File: config.mk
export PLATFORM = sky130hd
export DESIGN_NAME = knps_front
export DESIGN_NICKNAME = d
export VERILOG_FILES = /design/src/rtl/knps_pkg.sv /design/src/rtl/knps_front.sv
export SDC_FILE = /design/constraint.sdc
export NUM_CORES = 2
export LEC_CHECK = 0
export ABC_AREA = 1
export BUFFER_PORTS_ARGS = -buffer_cell sky130_fd_sc_hd__buf_2
export CAP_MARGIN = 30
export CELL_PAD_IN_SITES_DETAIL_PLACEMENT = 0
export CELL_PAD_IN_SITES_GLOBAL_PLACEMENT = 2
export CORE_ASPECT_RATIO = 1.5
export CORE_MARGIN = 8
export CORE_UTILIZATION = 43
export CTS_CLUSTER_SIZE = 28
export DETAILED_ROUTE_END_ITERATION = 6
export PLACE_DENSITY_LB_ADDON = 0.1
export RECOVER_POWER = 25
export SLEW_MARGIN = 15
export SYNTH_ARGS = -nofsm -noshare
export SYNTH_HDL_FRONTEND = slang
export SYNTH_SLANG_ARGS = --single-unit
File: constraint.sdc
create_clock -name clock -period 15.36 [get_ports clock]
set_input_delay 3.072 -clock clock [delete_from_list [all_inputs] [get_ports clock]]
set_output_delay 3.072 -clock clock [all_outputs]
set_load 0.01 [all_outputs]
File: src/rtl/knps_pkg.sv
// Shared types and constants for the nearest point selector.
package knps_pkg;

   // Field widths
   localparam int COORD_W   = 24;
   localparam int ID_W      = 16;
   localparam int MAG_W     = 24;
   localparam int SQ_W      = 48;
   localparam int DIST_W    = 50;
   localparam int CNT_W     = 7;
   localparam int RANK_W    = 6;
   localparam int CSR_IDX_W = 2;

   // Configuration register indexes
   localparam logic [CSR_IDX_W-1:0] REG_MAX_TARGETS = 2'd0;
   localparam logic [CSR_IDX_W-1:0] REG_ORIGIN_X    = 2'd1;
   localparam logic [CSR_IDX_W-1:0] REG_ORIGIN_Y    = 2'd2;
   localparam logic [CSR_IDX_W-1:0] REG_ORIGIN_Z    = 2'd3;

   // One stored point: id and squared distance to the origin
   typedef struct packed {
      logic [ID_W-1:0]   id;
      logic [DIST_W-1:0] sq_dist;
   } knps_point_type;

   // One queue entry between front and back
   typedef struct packed {
      knps_point_type point;
      logic           last;
   } knps_entry_type;

endpackage

File: src/rtl/knps_front.sv
// Front part: accepts points and computes the squared distance to the origin.
module knps_front #(
   parameter int QUEUE_DEPTH = 4
) (
   input  logic                                  clock,
   input  logic                                  reset,
   input  logic                                  req_valid,
   output logic                                  req_stall,
   input  logic [knps_pkg::ID_W-1:0]             req_point_id,
   input  logic signed [knps_pkg::COORD_W-1:0]   req_pos_x,
   input  logic signed [knps_pkg::COORD_W-1:0]   req_pos_y,
   input  logic signed [knps_pkg::COORD_W-1:0]   req_pos_z,
   input  logic                                  req_last_point,
   input  logic signed [knps_pkg::COORD_W-1:0]   origin_x,
   input  logic signed [knps_pkg::COORD_W-1:0]   origin_y,
   input  logic signed [knps_pkg::COORD_W-1:0]   origin_z,
   input  logic [$clog2(QUEUE_DEPTH+1)-1:0]      fill_count,
   output logic                                  push_valid,
   output knps_pkg::knps_entry_type              push_entry
);
   import knps_pkg::*;

   localparam int QCW = $clog2(QUEUE_DEPTH+1);

   logic               accept;
   logic [QCW:0]       busy;

   // Stage A: absolute differences
   logic               va_ff;
   logic [ID_W-1:0]    id_a_ff;
   logic               last_a_ff;
   logic [MAG_W-1:0]   mag_x_ff, mag_y_ff, mag_z_ff;
   logic [MAG_W-1:0]   mag_x_in, mag_y_in, mag_z_in;

   // Stage B: squares
   logic               vb_ff;
   logic [ID_W-1:0]    id_b_ff;
   logic               last_b_ff;
   logic [SQ_W-1:0]    sq_x_ff, sq_y_ff, sq_z_ff;

   function automatic logic [MAG_W-1:0] abs_diff(input logic [COORD_W-1:0] a,
                                                 input logic [COORD_W-1:0] b);
      logic [COORD_W:0] d;
      logic [COORD_W:0] m;
      d = {a[COORD_W-1], a} - {b[COORD_W-1], b};
      m = d[COORD_W] ? (~d + 1'b1) : d;
      return m[MAG_W-1:0];
   endfunction

   // Stall when the queue could not take every point in flight
   assign busy      = {1'b0, fill_count} + (QCW+1)'(va_ff) + (QCW+1)'(vb_ff);
   assign req_stall = (busy >= (QCW+1)'(QUEUE_DEPTH));
   assign accept    = req_valid && !req_stall;

   assign mag_x_in = abs_diff(req_pos_x, origin_x);
   assign mag_y_in = abs_diff(req_pos_y, origin_y);
   assign mag_z_in = abs_diff(req_pos_z, origin_z);

   always_ff @(posedge clock) begin
      if (reset) begin
         va_ff <= 1'b0;
         vb_ff <= 1'b0;
      end else begin
         va_ff <= accept;
         vb_ff <= va_ff;
      end
   end

   // Advance payload through both stages
   always_ff @(posedge clock) begin
      id_a_ff   <= req_point_id;
      last_a_ff <= req_last_point;
      mag_x_ff  <= mag_x_in;
      mag_y_ff  <= mag_y_in;
      mag_z_ff  <= mag_z_in;
      id_b_ff   <= id_a_ff;
      last_b_ff <= last_a_ff;
      sq_x_ff   <= mag_x_ff * mag_x_ff;
      sq_y_ff   <= mag_y_ff * mag_y_ff;
      sq_z_ff   <= mag_z_ff * mag_z_ff;
   end

   // Sum the squares into the queue entry
   assign push_valid               = vb_ff;
   assign push_entry.point.id      = id_b_ff;
   assign push_entry.point.sq_dist = DIST_W'(sq_x_ff) + DIST_W'(sq_y_ff) + DIST_W'(sq_z_ff);
   assign push_entry.last          = last_b_ff;

   a_credit_bound: assert property (@(posedge clock) disable iff (reset)
      busy <= (QCW+1)'(QUEUE_DEPTH))
      else $error("points in flight exceed queue room");

endmodule

==> impl_metrics.yaml <==
critical_path:
  crit_required_ns: 15.90
  critical_path_buf_inv_count: 8
  cp_max_fo: 25
  cp_data_arrival_time_ns: 8.75
  crit_type: "reg -> reg"
  crit_path_end_kind: "flip-flop"
  max_stage_delay_ns: 1.35
  reg2reg_slack_ns: 7.15
  cp_top_family: "adder cells"
  cp-start-kind: "flip-flop"
  crit_path_top_delay_cell: "clkbuf_1"
sta:
  rsz0062_at_grt: "false"
  fmax_mhz: 122
  setup_ws_ns: 7.15
  fin_crit_ns: 8.21
  hold_viol_final: 0
  setup_viol: 0
  tns_ns: 0
  slew_headroom_pct: -29.0
  worst_pin_slew_ns: 1.94
  finalClockSkew_ns: 0.0199
  maxSlewViolCount: 78
  timing.final.crit_share_pct: 53.5
routing:
  dr.pass1.iters: 6
  wl_met3_um: 7310
  drt-total-wl_um: 192000
  vias: 50400
  ant_nets: 0
  drc: 0
  first_iter_violations: 1956
  vias_per_cell: 4.80
  wl_per_cell_um: 18.3
  met1_length_um: 74800
  top_layer: "met5"
  wl_met2_um: 104000
place:
  placed_cells: 10400
  place_ws_ns: 8.22
  gp_congestion: 0.907
  hpwl_um: 166000
  io_buffer_count: 235
global_route:
  grt_pass1_vias: 56900
  antenna_found_initial: 8
  track_usage_pct: 23.7
  grt_pass1_wl_um: 306000
  grt_max_degree: 27
  grt_overflow: 0
floorplanning:
  die_x_um: 334
  chipHeight_um: 494
  initial_core_util_pct: 43.2
  fp.coreArea_um2: 151000
  ios: 236
  rows: 175
  dieArea_um2: 165000
yosys:
  synth_seq_cells: 249
  synth_top_area_cell: "fa_1"
  synth_top_area_share_pct: 40.3
  synth_area_um2: 65400
  synth_area_per_cell_um2: 7.92
  synthDistinctLibCells: 51
  synth-edff-count: 0
  synth_common_cells: "2586 x inv_1, 1680 x nand2_1, 1316 x fa_1, 657 x ha_1, 382 x nor2_1"
  async_flop_share_pct: 0
  synthFlopType: "dfxtp_1"
  ys_warn_count: 0
  synthTopCellsByArea: "fa_1 40%, inv_1 15%, ha_1 13%, nand2_1 9.6%, dfxtp_1 7.6%"
  yosysMostFrequentCell: "inv_1"
  synthCells: 8258
  yosysSeqAreaShare_pct: 7.62
clock_tree:
  cts_tree: "built"
  cts_root_buf: "clkbuf_16"
  cts_buffers: 31
  postCtsSetupBuffers: 0
  clock_sinks: 249
  clockBufferDepth: 3
  path_clk_slew_ns: 0.06
  post_cts_resized: 0
  clkLatencyLatePin_ns: 0.65
  holdBufCountCts: 0
  htree_levels: 1
flow_run:
  drv_cap: 3
min_path:
  hold_class: "reg -> reg"
cells_and_area:
  fill_cells: 15700
  area_growth_pct: 7.24
  instances_no_fill: 10500
  layout-drive-gt1-share_pct: 4.57
  fin_util_pct: 46.4
  layout.nets: 10600
status:
  violations: "capacitance limit, slew limit"
  status: "complete, but fails checks"
==> per-layer routing <==
| layer | GRT usage (%) | vias to the layer above |
|---|---|---|
| li1 | - | 24300 |
| met1 | 26.7 | 25100 |
| met2 | 46.2 | 788 |
| met3 | 2.99 | 245 |
| met4 | 6.39 | 2 |
| met5 | 0 | - |
==> stage by stage <==
stage               hold WS, ns  area [um^2]
floorplan                 0.310        65400
global placement          0.310        69100
detailed placement        0.312        69100
CTS                       0.327        70200
global route              0.332        70200
finish                    0.326        70200
==> area by class of cell <==
| type | count | area, um^2 | area share (%) |
|---|---|---|---|
| flip-flops and latches | 249 | 4990 | 7.11 |
| multi-input cells | 5271 | 50100 | 71.5 |
| clock buffers | 35 | 821 | 1.17 |
| inverters | 2587 | 9710 | 13.8 |
| diodes | 2 | 5.00 | 0.00713 |
| well taps | 2035 | 2550 | 3.63 |
| repair buffers | 306 | 1680 | 2.39 |
| clock inverters | 22 | 283 | 0.403 |
==> registers in the layout, summed over array words and instances (netlist names), 16 cells and up <==
| register | cells |
|---|---|
| sq_y_ff | 47 |
| mag_z_ff | 24 |
| mag_y_ff | 24 |
| sq_x_ff | 47 |
| id_a_ff | 16 |
| sq_z_ff | 47 |
| id_b_ff | 16 |
| mag_x_ff | 24 |
==> path summary, 6_finish.rpt <==
kind,startpoint,endpoint,cells past startpoint
hold reg to reg,id_a_ff[14],id_b_ff[14],0
setup reg to reg,mag_y_ff[0],sq_y_ff[45],27
setup / recovery,mag_y_ff[0],sq_y_ff[45],27
hold / removal,id_a_ff[14],id_b_ff[14],0
==> placed cells by master (no fill, tap or decap), types with 23 or more instances in the layout <==
cell / count
a21oi_1: 310
xnor2_1: 102
a31oi_1: 47
nand4_1: 42
nand2_1: 1680
nor2_1: 382
nand3b_1: 23
inv_1: 2586
o21ai_0: 175
buf_4: 68
xor2_1: 175
nor3_1: 34
clkbuf_16: 31
buf_2: 217
fa_1: 1316
dfxtp_1: 248
o21bai_1: 23
ha_1: 657
nand3_1: 159
==> kinds of logic after synthesis <==
group	after synthesis	synth area share, %
xor gates and xnor gates	279	3.78
DFF	249	7.62
buffers and inverters	2740	15.8
and+or+nand+nor	2376	14.6
AOI/OAI and AO/OA	640	5.44
other	1	0.00573
adders and majority gates	1973	52.8
Power is not shown: default switching activity piles up to over one toggle a cycle in this logic, so the estimate is an artifact.
