### src/rtl/knps_pkg.sv
// Shared types and constants for the nearest point selector.
package knps_pkg;

   // Field widths
   localparam int COORD_W   = 24;
   localparam int ID_W      = 16;
   localparam int MAG_W     = 24;
   localparam int SQ_W      = 48;
   localparam int DIST_W    = 50;
   localparam int CNT_W     = 7;
   localparam int RANK_W    = 6;
   localparam int CSR_IDX_W = 2;

   // Configuration register indexes
   localparam logic [CSR_IDX_W-1:0] REG_MAX_TARGETS = 2'd0;
   localparam logic [CSR_IDX_W-1:0] REG_ORIGIN_X    = 2'd1;
   localparam logic [CSR_IDX_W-1:0] REG_ORIGIN_Y    = 2'd2;
   localparam logic [CSR_IDX_W-1:0] REG_ORIGIN_Z    = 2'd3;

   // One stored point: id and squared distance to the origin
   typedef struct packed {
      logic [ID_W-1:0]   id;
      logic [DIST_W-1:0] sq_dist;
   } knps_point_type;

   // One queue entry between front and back
   typedef struct packed {
      knps_point_type point;
      logic           last;
   } knps_entry_type;

endpackage

### src/rtl/knps_queue.sv
// Short FIFO of points with their squared distances between the front and back parts.
module knps_queue #(
   parameter int QUEUE_DEPTH = 4
) (
   input  logic                                  clock,
   input  logic                                  reset,
   input  logic                                  push_valid,
   input  knps_pkg::knps_entry_type              push_entry,
   input  logic                                  pop,
   output logic                                  head_valid,
   output knps_pkg::knps_entry_type              head_entry,
   output logic [$clog2(QUEUE_DEPTH+1)-1:0]      fill_count
);
   import knps_pkg::*;

   localparam int QAW = (QUEUE_DEPTH > 1) ? $clog2(QUEUE_DEPTH) : 1;
   localparam int QCW = $clog2(QUEUE_DEPTH+1);

   knps_entry_type         slot_ff [QUEUE_DEPTH];
   logic [QAW-1:0]         wr_ptr_ff, wr_ptr_in;
   logic [QAW-1:0]         rd_ptr_ff, rd_ptr_in;
   logic [QCW-1:0]         count_ff, count_in;
   logic                   do_pop;

   assign do_pop     = pop && (count_ff != '0);
   assign head_valid = (count_ff != '0);
   assign head_entry = slot_ff[rd_ptr_ff];
   assign fill_count = count_ff;

   // Advance pointers with explicit wrap
   always_comb begin
      wr_ptr_in = wr_ptr_ff;
      rd_ptr_in = rd_ptr_ff;
      count_in  = count_ff;
      if (push_valid) begin
         wr_ptr_in = (wr_ptr_ff == QAW'(QUEUE_DEPTH-1)) ? '0 : wr_ptr_ff + 1'b1;
      end
      if (do_pop) begin
         rd_ptr_in = (rd_ptr_ff == QAW'(QUEUE_DEPTH-1)) ? '0 : rd_ptr_ff + 1'b1;
      end
      if (push_valid && !do_pop) begin
         count_in = count_ff + 1'b1;
      end else if (!push_valid && do_pop) begin
         count_in = count_ff - 1'b1;
      end
   end

   always_ff @(posedge clock) begin
      if (reset) begin
         wr_ptr_ff <= '0;
         rd_ptr_ff <= '0;
         count_ff  <= '0;
      end else begin
         wr_ptr_ff <= wr_ptr_in;
         rd_ptr_ff <= rd_ptr_in;
         count_ff  <= count_in;
      end
   end

   // Hold entries
   always_ff @(posedge clock) begin
      if (push_valid) begin
         slot_ff[wr_ptr_ff] <= push_entry;
      end
   end

   a_no_push_when_full: assert property (@(posedge clock) disable iff (reset)
      push_valid |-> (count_ff < QCW'(QUEUE_DEPTH)))
      else $error("queue pushed while full");

endmodule

### config.mk
export PLATFORM = sky130hd
export DESIGN_NAME = knps_queue
export DESIGN_NICKNAME = d
export VERILOG_FILES = /design/src/rtl/knps_pkg.sv /design/src/rtl/knps_queue.sv
export SDC_FILE = /design/constraint.sdc
export NUM_CORES = 1
export LEC_CHECK = 0
export ABC_AREA = 1
export ABC_CLOCK_PERIOD_IN_PS = 2200
export BUFFER_PORTS_ARGS = -buffer_cell sky130_fd_sc_hd__buf_4
export CORE_UTILIZATION = 51
export DETAILED_ROUTE_END_ITERATION = 10
export PLACE_DENSITY = 0.77
export SYNTH_ARGS = -nofsm -noshare
export SYNTH_HDL_FRONTEND = slang
export SYNTH_SLANG_ARGS = --single-unit
### constraint.sdc
create_clock -name clock -period 2.2 [get_ports clock]
set_input_delay 0.11 -clock clock [delete_from_list [all_inputs] [get_ports clock]]
set_output_delay 0.11 -clock clock [all_outputs]
set_load 0.005 [all_outputs]
==> out/metrics.cfg <==
[run_status]
outcome = finished, final reports clean

[cts]
cts.path.max_buffers = 3
count_of_clock_tree_sinks = 277
cts_root_buffer = sky130_fd_sc_hd__clkbuf_16
cts.reportedPaths.clkPinSlew_ns = 0.06
postCtsSetupRepairBufs = 0
clock_insertion_delay_worst_skew_ns = 0.53
cts_tree = built
numCtsBuffers = 28
cts.htree.levels = 1

[power_and_ir_drop]
power_density_nw_per_um2 = 1080
ir_drop_v = 0.000747
comb_power_share = 0.267
total_leakage_power_nw = 4.75
p_seq_frac = 0.431
switching_power_share_of_the_total = 0.283
power.internal_w = 0.0103
power.clock.fraction = 0.302
p_total_w = 0.0144
total_switching_power_w = 0.00407

[critical_path]
startpoint_kind_of_the_worst_setup_timing_path = flop
crit_arrival_ns = 1.95
path_cells = buf_6 > o21ai_0 > o22ai_1 > buf_4
setup.worst_path.end_class = output pin
critical_path_peak_fanout = 60
critical-path-max-stage-delay_ns = 0.39
critPathSlowestCell = sky130_fd_sc_hd__dfxtp_4
critical_path_required_ns = 2.09
criticalPathCategory = reg -> out

[yosys]
synthesis.nets = 789
edff_count_synth = 268
postSynthRegisterBits = 277
synth_warnings = 0
postSynthAreaPerCell_sq_um = 14.6
synth_ff_type = sky130_fd_sc_hd__edfxtp_1
synth.lib_cells_used.distinct = 24
synth_seq_area_share = 0.790
asr_flop_ratio_synth = 0
syn_area_sq_um = 10400
synthCells = 711

[sta]
maxSlewViolCount = 0
post_layout_minimum_cycle_time_ns = 2.06
achievable-frequency_mhz = 485
grt_setup_unrepaired = no
fin_tns_setup_ns = 0
setup-violations-final = 0
relSlewSlack = 0.707
timing_hold_violations_final = 0
layout_worst_path_cycle_share = 0.938
clock-skew-final_ns = 0.00546
worstMarginPinSlew_ns = 0.440

[global_route]
grt_pass1_wl_um = 33400
track_usage = 0.211
grt_start_max_net_pins = 75
initial_antenna_violation_count = 0
grt.overflow.total = 0
first_global_vias = 6399

[final_layout]
fin_nets = 1007
final_util = 0.677
syn_to_final_growth_pct = 28.2
post_layout_inst_area_sq_um = 13300
finalNonFillerCells = 1213
antenna_cells_inserted = 0
area_of_combinational_cells_with_multiple_inputs_sq_um = 1830
post_route_cells_drive_above_1_share = 0.213
num-fill-cells = 1327
register_area_sq_um = 8230

[placed_design]
place_inst = 1093
placed_cell_area_sq_um = 11800
buffer_ports.inserted = 141
gp_routability_congestion = 0.791
detailedPlacementHpwl_um = 11900

[routing]
drcViolationCount = 0
first_pass_drt_iterations = 5
detail_route.iter0.violations = 509
vias = 6516
ant_nets = 0
postRouteWirelength_um = 21800
wl_per_cell_um = 18.0
detail_route.vias_per_cell = 5.37

[floorplanning]
starting_density = 0.528
total_core_area_sq_um = 19700
die-area_sq_um = 21000
chip_height_um = 145
num_rows = 51
fp.dieW_um = 145
ioPinCount = 142

[min_path]
hold_path.class = in -> reg

[flow_run]
max_cap_violations = 0

## worst paths after layout
kind	slack, ns	endpoint	startpoint	cells after the start
max reg2reg	0.41	fill_count[1]$_SDFFE_PP0P_	fill_count[0]$_SDFFE_PP0P_	8
min reg2reg	0.53	wr_ptr_ff[1]$_SDFFE_PP0P_	wr_ptr_ff[1]$_SDFFE_PP0P_	2
max	0.14	head_entry[27]	flop	4
min	0.32	fill_count[0]$_SDFFE_PP0P_	reset	3
## critical path: cells and delay by family (launching register included)
| family | cells | cell delay, ns |
|---|---|---|
| buf+inv | 2 | 0.54 |
| compound gates | 2 | 0.47 |
| flops | 1 | 0.39 |
## flip-flops by register name, indices dropped and copies added (netlist names), named ones only
register    count
rd_ptr_ff       2
wr_ptr_ff       2
slot_ff       268
fill_count      3
## kinds of logic (layout without fill, tap and decap cells)
family	Yosys count	in the layout	share of synthesized area
buf+inv	59	296	0.0335
compound gates	206	206	0.107
fa+ha+maj	7	7	0.00914
xor+xnor	1	1	0.000842
flops	277	277	0.790
simple gates	161	161	0.0589
## cell type report
cell class,instances,area share
clock buffer,35,0.0561
clock inverter,14,0.00694
inverter,16,0.00619
multi-input combinational,375,0.137
sequential,277,0.617
tap,265,0.0248
timing repair buffer,231,0.152
## repair_timing
item | in CTS | in global routing
setup endpoints to repair | 27 | 3
hold buffers | 71 | 0
gates resized for setup | 2 | 2
hold endpoints to repair | 277 | 0
## routing by layer
layer | up-vias | track usage | routed length, um
met5 | - | 0 | 0
met4 | 0 | 0.0488 | 325
met3 | 30 | 0.0359 | 1340
met2 | 228 | 0.357 | 10900
met1 | 3163 | 0.288 | 9280
li1 | 3095 | - | -
## power by group through the flow
stage	clock network [W]	registers [W]	logic (W)
finish	0.00434	0.00620	0.00384
global route	0.00463	0.00622	0.00425
CTS	0.00440	0.00620	0.00386
detailed placement	0	0.00631	0.00373
global placement	0	0.00629	0.00365
floorplan	0	0.00626	0.00200
## cell usage after synthesis (3+ instances only)
cell type                    n  area share
sky130_fd_sc_hd__edfxtp_1  268        0.77
sky130_fd_sc_hd__clkbuf_1   11      0.0040
sky130_fd_sc_hd__clkbuf_2    7      0.0034
sky130_fd_sc_hd__nor2_1    144       0.052
sky130_fd_sc_hd__dfxtp_1     9       0.017
sky130_fd_sc_hd__o21ai_1     3      0.0014
sky130_fd_sc_hd__o22ai_1    67       0.040
sky130_fd_sc_hd__nand2_1    13      0.0047
sky130_fd_sc_hd__inv_1      14      0.0050
sky130_fd_sc_hd__a21oi_1     3      0.0014
sky130_fd_sc_hd__clkbuf_4    3      0.0022
sky130_fd_sc_hd__buf_2      11      0.0053
sky130_fd_sc_hd__ha_1        6      0.0072
sky130_fd_sc_hd__o21ai_0   133       0.064
sky130_fd_sc_hd__buf_6      10       0.011
## per-stage QoR
step	hold WS (ns)	worst slack, ns
final	0.316	0.137
after CTS	0.295	0.0643
after global routing	0.299	0.0255
after floorplan	0.182	0.124
after detailed placement	0.303	0.452
after global placement	0.299	0.509
## cells in the final DEF, fill, tap and decap left out, types with 2 or more instances in the layout
cell and instances:
sky130_fd_sc_hd__edfxtp_1 268, sky130_fd_sc_hd__buf_4 150, sky130_fd_sc_hd__nor2_1 144, sky130_fd_sc_hd__o21ai_0 133, sky130_fd_sc_hd__dlygate4sd3_1 71, sky130_fd_sc_hd__o22ai_1 67
sky130_fd_sc_hd__clkbuf_16 29, sky130_fd_sc_hd__nand2_1 13, sky130_fd_sc_hd__inv_1 10, sky130_fd_sc_hd__clkinv_1 9, sky130_fd_sc_hd__buf_12 8, sky130_fd_sc_hd__dfxtp_1 7
sky130_fd_sc_hd__ha_1 6, sky130_fd_sc_hd__clkbuf_1 6, sky130_fd_sc_hd__clkinvlp_4 5, sky130_fd_sc_hd__o21ai_1 3, sky130_fd_sc_hd__a21oi_1 3, sky130_fd_sc_hd__inv_8 2
sky130_fd_sc_hd__clkinv_2 2
(Power assumes the default switching activity.)
