$ cat config.mk
export PLATFORM = sky130hd
export DESIGN_NAME = knps_back
export DESIGN_NICKNAME = d
export VERILOG_FILES = /design/src/rtl/knps_pkg.sv /design/src/rtl/knps_back.sv
export SDC_FILE = /design/constraint.sdc
export NUM_CORES = 2
export LEC_CHECK = 0
export BUFFER_PORTS_ARGS = -buffer_cell sky130_fd_sc_hd__buf_2
export CAP_MARGIN = 30
export CORE_MARGIN = 1
export CORE_UTILIZATION = 51
export CTS_BUF_LIST = sky130_fd_sc_hd__clkbuf_16
export CTS_CLUSTER_DIAMETER = 30
export DETAILED_ROUTE_END_ITERATION = 8
export PLACE_DENSITY = 0.68
export SLEW_MARGIN = 10
export SYNTH_ARGS = -nofsm -noshare
export SYNTH_HDL_FRONTEND = slang
export SYNTH_MEMORY_MAX_BITS = 65536
export SYNTH_SLANG_ARGS = --single-unit
$ cat constraint.sdc
create_clock -name clock -period 9.79 [get_ports clock]
set_clock_uncertainty 0.15 [all_clocks]
set_input_delay 0.4895 -clock clock [delete_from_list [all_inputs] [get_ports clock]]
set_output_delay 0.4895 -clock clock [all_outputs]
set_load 0.03 [all_outputs]
$ cat src/rtl/knps_pkg.sv
// Shared types and constants for the nearest point selector.
package knps_pkg;

   // Field widths
   localparam int COORD_W   = 24;
   localparam int ID_W      = 16;
   localparam int MAG_W     = 24;
   localparam int SQ_W      = 48;
   localparam int DIST_W    = 50;
   localparam int CNT_W     = 7;
   localparam int RANK_W    = 6;
   localparam int CSR_IDX_W = 2;

   // Configuration register indexes
   localparam logic [CSR_IDX_W-1:0] REG_MAX_TARGETS = 2'd0;
   localparam logic [CSR_IDX_W-1:0] REG_ORIGIN_X    = 2'd1;
   localparam logic [CSR_IDX_W-1:0] REG_ORIGIN_Y    = 2'd2;
   localparam logic [CSR_IDX_W-1:0] REG_ORIGIN_Z    = 2'd3;

   // One stored point: id and squared distance to the origin
   typedef struct packed {
      logic [ID_W-1:0]   id;
      logic [DIST_W-1:0] sq_dist;
   } knps_point_type;

   // One queue entry between front and back
   typedef struct packed {
      knps_point_type point;
      logic           last;
   } knps_entry_type;

endpackage

$ cat src/rtl/knps_back.sv
// Back part: stores a set of points and emits the nearest ones, nearest first, or all in arrival order if few enough.
module knps_back #(
   parameter int MAX_POINTS = 64
) (
   input  logic                              clock,
   input  logic                              reset,
   input  logic                              head_valid,
   input  knps_pkg::knps_entry_type          head_entry,
   output logic                              pop,
   input  logic [knps_pkg::CNT_W-1:0]        max_targets,
   output logic                              rsp_valid,
   input  logic                              rsp_stall,
   output logic [knps_pkg::ID_W-1:0]         rsp_chosen_id,
   output logic [knps_pkg::RANK_W-1:0]       rsp_rank,
   output logic                              rsp_overflow,
   output logic                              rsp_last_result
);
   import knps_pkg::*;

   localparam int AW = (MAX_POINTS > 1) ? $clog2(MAX_POINTS) : 1;
   localparam logic [CNT_W-1:0] MAXP = CNT_W'(MAX_POINTS);

   typedef enum logic [2:0] {
      ST_LOAD = 3'b001,
      ST_SCAN = 3'b010,
      ST_EMIT = 3'b100
   } state_type;

   state_type          state_ff, state_in;
   logic [CNT_W-1:0]   cnt_ff, cnt_in;
   logic               ovf_ff, ovf_in;
   logic               run_ovf_ff, run_ovf_in;
   logic [CNT_W-1:0]   n_ff, n_in;
   logic [CNT_W-1:0]   total_ff, total_in;
   logic               pass_ff, pass_in;
   logic [CNT_W-1:0]   k_ff, k_in;
   logic [CNT_W-1:0]   i_ff, i_in;
   logic [CNT_W-1:0]   end_ff, end_in;
   logic [MAX_POINTS-1:0] taken_ff, taken_in;

   logic               rd_valid_ff, rd_valid_in;
   logic [AW-1:0]      rd_idx_ff, rd_idx_in;
   knps_point_type     rd_entry_ff;

   logic               found_ff, found_in;
   logic [DIST_W-1:0]  best_d_ff, best_d_in;
   logic [ID_W-1:0]    best_id_ff, best_id_in;
   logic [AW-1:0]      best_idx_ff, best_idx_in;

   logic               rsp_valid_ff, rsp_valid_in;
   logic [ID_W-1:0]    rsp_id_ff, rsp_id_in;
   logic [RANK_W-1:0]  rsp_rank_ff, rsp_rank_in;
   logic               rsp_ovf_ff, rsp_ovf_in;
   logic               rsp_last_ff, rsp_last_in;

   logic               room;
   logic               wr_en;
   logic [CNT_W-1:0]   n_new;
   logic               pass_new;
   logic               rsp_load;

   knps_point_type     store_ff [MAX_POINTS];

   assign room  = (cnt_ff < MAXP);
   assign pop   = (state_ff == ST_LOAD) && head_valid;
   assign wr_en = pop && room;
   assign n_new = room ? cnt_ff + 1'b1 : cnt_ff;
   assign pass_new = (n_new <= max_targets);

   always_comb begin
      state_in     = state_ff;
      cnt_in       = cnt_ff;
      ovf_in       = ovf_ff;
      run_ovf_in   = run_ovf_ff;
      n_in         = n_ff;
      total_in     = total_ff;
      pass_in      = pass_ff;
      k_in         = k_ff;
      i_in         = i_ff;
      end_in       = end_ff;
      taken_in     = taken_ff;
      rd_valid_in  = 1'b0;
      rd_idx_in    = i_ff[AW-1:0];
      found_in     = found_ff;
      best_d_in    = best_d_ff;
      best_id_in   = best_id_ff;
      best_idx_in  = best_idx_ff;
      rsp_load     = 1'b0;
      rsp_id_in    = rsp_id_ff;
      rsp_rank_in  = rsp_rank_ff;
      rsp_ovf_in   = rsp_ovf_ff;
      rsp_last_in  = rsp_last_ff;

      // Keep the nearest untaken point seen so far; earlier wins on ties
      if (rd_valid_ff && !taken_ff[rd_idx_ff] &&
          (!found_ff || (rd_entry_ff.sq_dist < best_d_ff))) begin
         found_in    = 1'b1;
         best_d_in   = rd_entry_ff.sq_dist;
         best_id_in  = rd_entry_ff.id;
         best_idx_in = rd_idx_ff;
      end

      case (state_ff)
         ST_LOAD: begin
            if (pop) begin
               if (room) begin
                  cnt_in = cnt_ff + 1'b1;
               end else begin
                  ovf_in = 1'b1;
               end
               // Close the set on its last point
               if (head_entry.last) begin
                  cnt_in = '0;
                  ovf_in = 1'b0;
                  if (pass_new || (max_targets != '0)) begin
                     state_in   = ST_SCAN;
                     run_ovf_in = ovf_ff || !room;
                     n_in       = n_new;
                     pass_in    = pass_new;
                     total_in   = pass_new ? n_new : max_targets;
                     k_in       = '0;
                     i_in       = '0;
                     end_in     = pass_new ? CNT_W'(1) : n_new;
                     taken_in   = '0;
                     found_in   = 1'b0;
                  end
               end
            end
         end
         ST_SCAN: begin
            // Issue one read a cycle, then wait for the last compare
            if (i_ff < end_ff) begin
               rd_valid_in = 1'b1;
               i_in        = i_ff + 1'b1;
            end else if (!rd_valid_ff) begin
               state_in = ST_EMIT;
            end
         end
         ST_EMIT: begin
            if (!rsp_valid_ff || !rsp_stall) begin
               rsp_load    = 1'b1;
               rsp_id_in   = best_id_ff;
               rsp_rank_in = k_ff[RANK_W-1:0];
               rsp_ovf_in  = run_ovf_ff;
               rsp_last_in = ((k_ff + 1'b1) == total_ff);
               taken_in[best_idx_ff] = 1'b1;
               k_in        = k_ff + 1'b1;
               found_in    = 1'b0;
               if ((k_ff + 1'b1) == total_ff) begin
                  state_in = ST_LOAD;
               end else begin
                  state_in = ST_SCAN;
                  i_in     = pass_ff ? k_ff + 1'b1 : '0;
                  end_in   = pass_ff ? k_ff + 2'd2 : n_ff;
               end
            end
         end
         default: begin
            state_in = ST_LOAD;
         end
      endcase

      // Drop a taken beat, hold a stalled one
      if (rsp_load) begin
         rsp_valid_in = 1'b1;
      end else begin
         rsp_valid_in = rsp_valid_ff && rsp_stall;
      end
   end

   always_ff @(posedge clock) begin
      if (reset) begin
         state_ff     <= ST_LOAD;
         cnt_ff       <= '0;
         ovf_ff       <= 1'b0;
         rd_valid_ff  <= 1'b0;
         found_ff     <= 1'b0;
         rsp_valid_ff <= 1'b0;
         taken_ff     <= '0;
      end else begin
         state_ff     <= state_in;
         cnt_ff       <= cnt_in;
         ovf_ff       <= ovf_in;
         rd_valid_ff  <= rd_valid_in;
         found_ff     <= found_in;
         rsp_valid_ff <= rsp_valid_in;
         taken_ff     <= taken_in;
      end
   end

   always_ff @(posedge clock) begin
      run_ovf_ff  <= run_ovf_in;
      n_ff        <= n_in;
      total_ff    <= total_in;
      pass_ff     <= pass_in;
      k_ff        <= k_in;
      i_ff        <= i_in;
      end_ff      <= end_in;
      rd_idx_ff   <= rd_idx_in;
      best_d_ff   <= best_d_in;
      best_id_ff  <= best_id_in;
      best_idx_ff <= best_idx_in;
      rsp_id_ff   <= rsp_id_in;
      rsp_rank_ff <= rsp_rank_in;
      rsp_ovf_ff  <= rsp_ovf_in;
      rsp_last_ff <= rsp_last_in;
   end

   // Point store: one write port, one registered read port
   always_ff @(posedge clock) begin
      if (wr_en) begin
         store_ff[cnt_ff[AW-1:0]] <= head_entry.point;
      end
      rd_entry_ff <= store_ff[i_ff[AW-1:0]];
   end

   assign rsp_valid       = rsp_valid_ff;
   assign rsp_chosen_id   = rsp_id_ff;
   assign rsp_rank        = rsp_rank_ff;
   assign rsp_overflow    = rsp_ovf_ff;
   assign rsp_last_result = rsp_last_ff;

   a_scan_in_range: assert property (@(posedge clock) disable iff (reset)
      (state_ff == ST_SCAN) |-> (i_ff <= end_ff))
      else $error("scan index ran past its end");

   a_emit_has_best: assert property (@(posedge clock) disable iff (reset)
      (state_ff == ST_EMIT) |-> found_ff)
      else $error("emitting without a selected point");

endmodule
==> key figures <==
Floorplan
  – Die X: 584 um
  – Die Y: 584 um
  – Initial Util: 0.513
  – Area of the core: approximately 340,000 um2
  – Boundary Pins: ~100
  – DIE AREA: ~340,000 um2
  – Num rows: between 200 and 250

Clock network
  – CTS sink cnt: 4,507
  – CTS buffer count: 742
  – Max clock buf depth: 4
  – Clk Latency, worst-skew pair: 1.07 ns
  – Root buffer cell: clkbuf_16
  – Reg clk slew, reported paths: around 0.05 ns
  – Setup Fix Bufs, Post-CTS: 0
  – H-tree depth: 6
  – Post-CTS Resized: 0
  – CTS tree: done

Pwr
  – Clock power share: 0.534
  – Int Power: 38.7 mW
  – Leak: 68.0 nW
  – Gate power share: 0.037
  – Power per cell area: 240 nW/um2
  – NetSw: ~11 mW
  – Total Power: 49.8 mW
  – Sequential power share: 0.429
  – Sw Ratio: 0.222
  – Peak VDD IR: 0.000187 V

GRT
  – GRT Total Usage: 0.303
  – Grt total ovfl: 0
  – First-pass GRT wire length: 720 mm
  – Initial antenna violation count: 32
  – Largest net degree at the start of global routing: 130
  – Vias in the first global route: 93,029

Setup path
  – Slowest CP cell: buf_4
  – WP data required: slightly above 10 ns
  – Type of the worst setup path: register to register
  – Worst R2R Path Depth: 8
  – CP startpoint kind: register
  – Delay-heaviest family, CP: simple AND/OR/NAND/NOR gates
  – Critical Path, Cell by Cell: nand2b_1, nor2_1, nand2_1, nor3_1, nand2_1, nor2_4, buf_4, buf_4
  – RR Startpoint: state_ff[1]$_SDFFE_PP0P_
  – Crit path DAT: 5.65 ns
  – Bufs and invs on worst path: 2
  – Largest stage delay, worst path: ~0.81 ns
  – Critical Path Stages: 8
  – CP Launch Point: state_ff[1]$_SDFFE_PP0P_
  – CP Capture Type: register
  – Maximum fanout along the worst path: 33

Drt
  – First drt pass iteration count: 8
  – DRC: 0
  – DR vias: ~94,000
  – Detail Route Antenna Nets: 0
  – Drt total wl: between 500 and 600 mm
  – DR WL/cell: 37.0 um
  – 1st-iter DRT viols: 15,947
  – Drt via density: about 6.7

Synth
  – Syn Nets: 8,206
  – Synth Instances: 8,062
  – Yosys Warn Count: 0
  – Synth unique cells: 74
  – Seq/Total Area, Yosys: 0.774
  – Yosys reg bits: 4,507
  – Syn_area_per_cell: 21.5 um2
  – Mapped cell area: 173,000 um2
  – Post-synth EDFFs: 4,357
  – Top_reg_cell synth: edfxtp_1
  – Ys async rst share: 0

STA
  – Final Hold Violating Endpoints: 0
  – Fmax: 194 MHz
  – Slew headroom: 0.261
  – Final setup vio count: 0
  – Final Critical Period: between 5 and 6 ns
  – RSZ-0062 raised after global routing: false
  – Final setup TNS: 0 ns
  – Max Slew Vio Count: 0
  – Final period util: 0.525
  – Final WS setup: between 4 and 5 ns
  – WHS: approximately 0.16 ns
  – Worst-margin pin slew: 1.11 ns

Layout
  – Fraction of layout cells with a size suffix above 1: 0.291
  – Multi-input logic area: 36,800 um2
  – Area growth from synthesis to layout: 20.2%
  – Fillers: 22,237
  – Non-filler instance count after layout: between 10,000 and 15,000
  – Register Area: 134,000 um2
  – Commonest non-fill, non-tap cell in the layout: edfxtp_1
  – Most frequent cells in the layout: 4,357 x edfxtp_1, 993 x mux4_2, 749 x clkbuf_16
  – Final nets: approximately 9,000

Placed design
  – Gpl congestion: 0.826
  – Pre-CTS WS: 4.89 ns
  – Placed Cells: roughly 13,000
  – HPWL after detailed placement: 275 mm
  – Port-buffer cells: 103

Worst hold path
  – Hold_sp: head_entry[6]
  – Hold depth: 2
  – Hold Path Class: input port to register

Outcome
  – Outcome: complete, no violations

Job
  – Number of max-cap violations: 0
logic make-up (layout without fill, tap and decap cells):
group	after synthesis	count (layout)	share of synthesized area
compound gates	873	873	0.0335
xor+xnor	25	25	0.00143
fa+ha+maj	66	66	0.00477
buf+inv	525	1975	0.0168
flops	4507	4507	0.774
mux	1398	1398	0.153
other cells	0	14	0
simple gates	668	668	0.0166
worst register-to-register path, cell delays in order (launching register included):
cell	delay (ns)
dfxtp_1	0.32
nand2b_1	0.18
nor2_1	0.20
nand2_1	0.32
nor3_1	0.62
nand2_1	0.73
nor2_4	0.60
buf_4	0.74
buf_4	0.82
power groups by stage:
stage	combinational [mW]	sequential (mW)	clock, mW
after floorplan	1.00	21.7	0
after global placement	1.69	21.7	0
after detailed placement	1.75	21.7	0
after CTS	1.78	21.3	26.8
after global routing	1.94	21.3	27.6
final	1.86	21.3	26.6
path summary, 6_finish.rpt:
| kind | end | slack, ns |
|---|---|---|
| worst max-delay path | store_ff[42][24]$_DFFE_PP_ | 4.65 |
| worst min-delay path | store_ff[17][5]$_DFFE_PP_ | 0.16 |
| worst max register to register | store_ff[42][24]$_DFFE_PP_ | 4.65 |
| worst min register to register | best_id_ff[4]$_DFFE_PP_ | 0.25 |
registers in the layout, summed over array words and instances (netlist names), 7 cells and up:
register	count
cnt_ff	7
rsp_chosen_id	16
end_ff	7
k_ff	7
taken_ff	64
n_ff	7
best_d_ff	50
i_ff	7
store_ff	4224
total_ff	7
best_id_ff	16
rd_entry_ff	66
Yosys cell counts (all sizes together) (24+ instances only):
cell	count	share of area
a21oi	143	0.0041
nand3	27	0.00078
o221ai	128	0.0065
o22ai	139	0.0050
o21ai	174	0.0050
dfxtp	150	0.017
mux4	993	0.13
ha	66	0.0048
clkbuf	176	0.0038
inv	78	0.0017
mux2i	373	0.022
nor2	239	0.0052
nor3	60	0.0017
a211oi	25	0.0011
a221oi	24	0.0012
nand2	256	0.0056
edfxtp	4357	0.76
buf	269	0.011
mux2	32	0.0021
a31oi	98	0.0035
per-stage QoR:
stage / util / area (um2)
5_1_grt: 0.616 / 208000
6_report: 0.617 / 208000
3_3_place_gp: 0.531 / 179000
3_5_place_dp: 0.534 / 180000
4_1_cts: 0.613 / 207000
2_1_floorplan: - / 173000
per-layer routing:
layer,vias to the layer above,track usage,wire length (um)
li1,35888,-,-
met1,49427,0.412,186000
met2,7491,0.461,239000
met3,1223,0.0860,70200
met4,16,0.133,24600
met5,-,0,99
timing repair:
item                                    CTS  global route
hold buffers                             52            26
endpoints found under the hold margin  2072          1520
setup endpoints to repair                 0             0
area by class of cell:
class / instances / area share
Inverter: 80 / 0.00157
Sequential cell: 4507 / 0.644
Clock inverter: 642 / 0.0350
Clock buffer: 749 / 0.0902
Antenna cell: 14 / 0.000169
Timing Repair Buffer: 504 / 0.0251
Tap cell: 4515 / 0.0272
Multi-Input combinational cell: 3030 / 0.177
(Power assumes the default switching activity.)
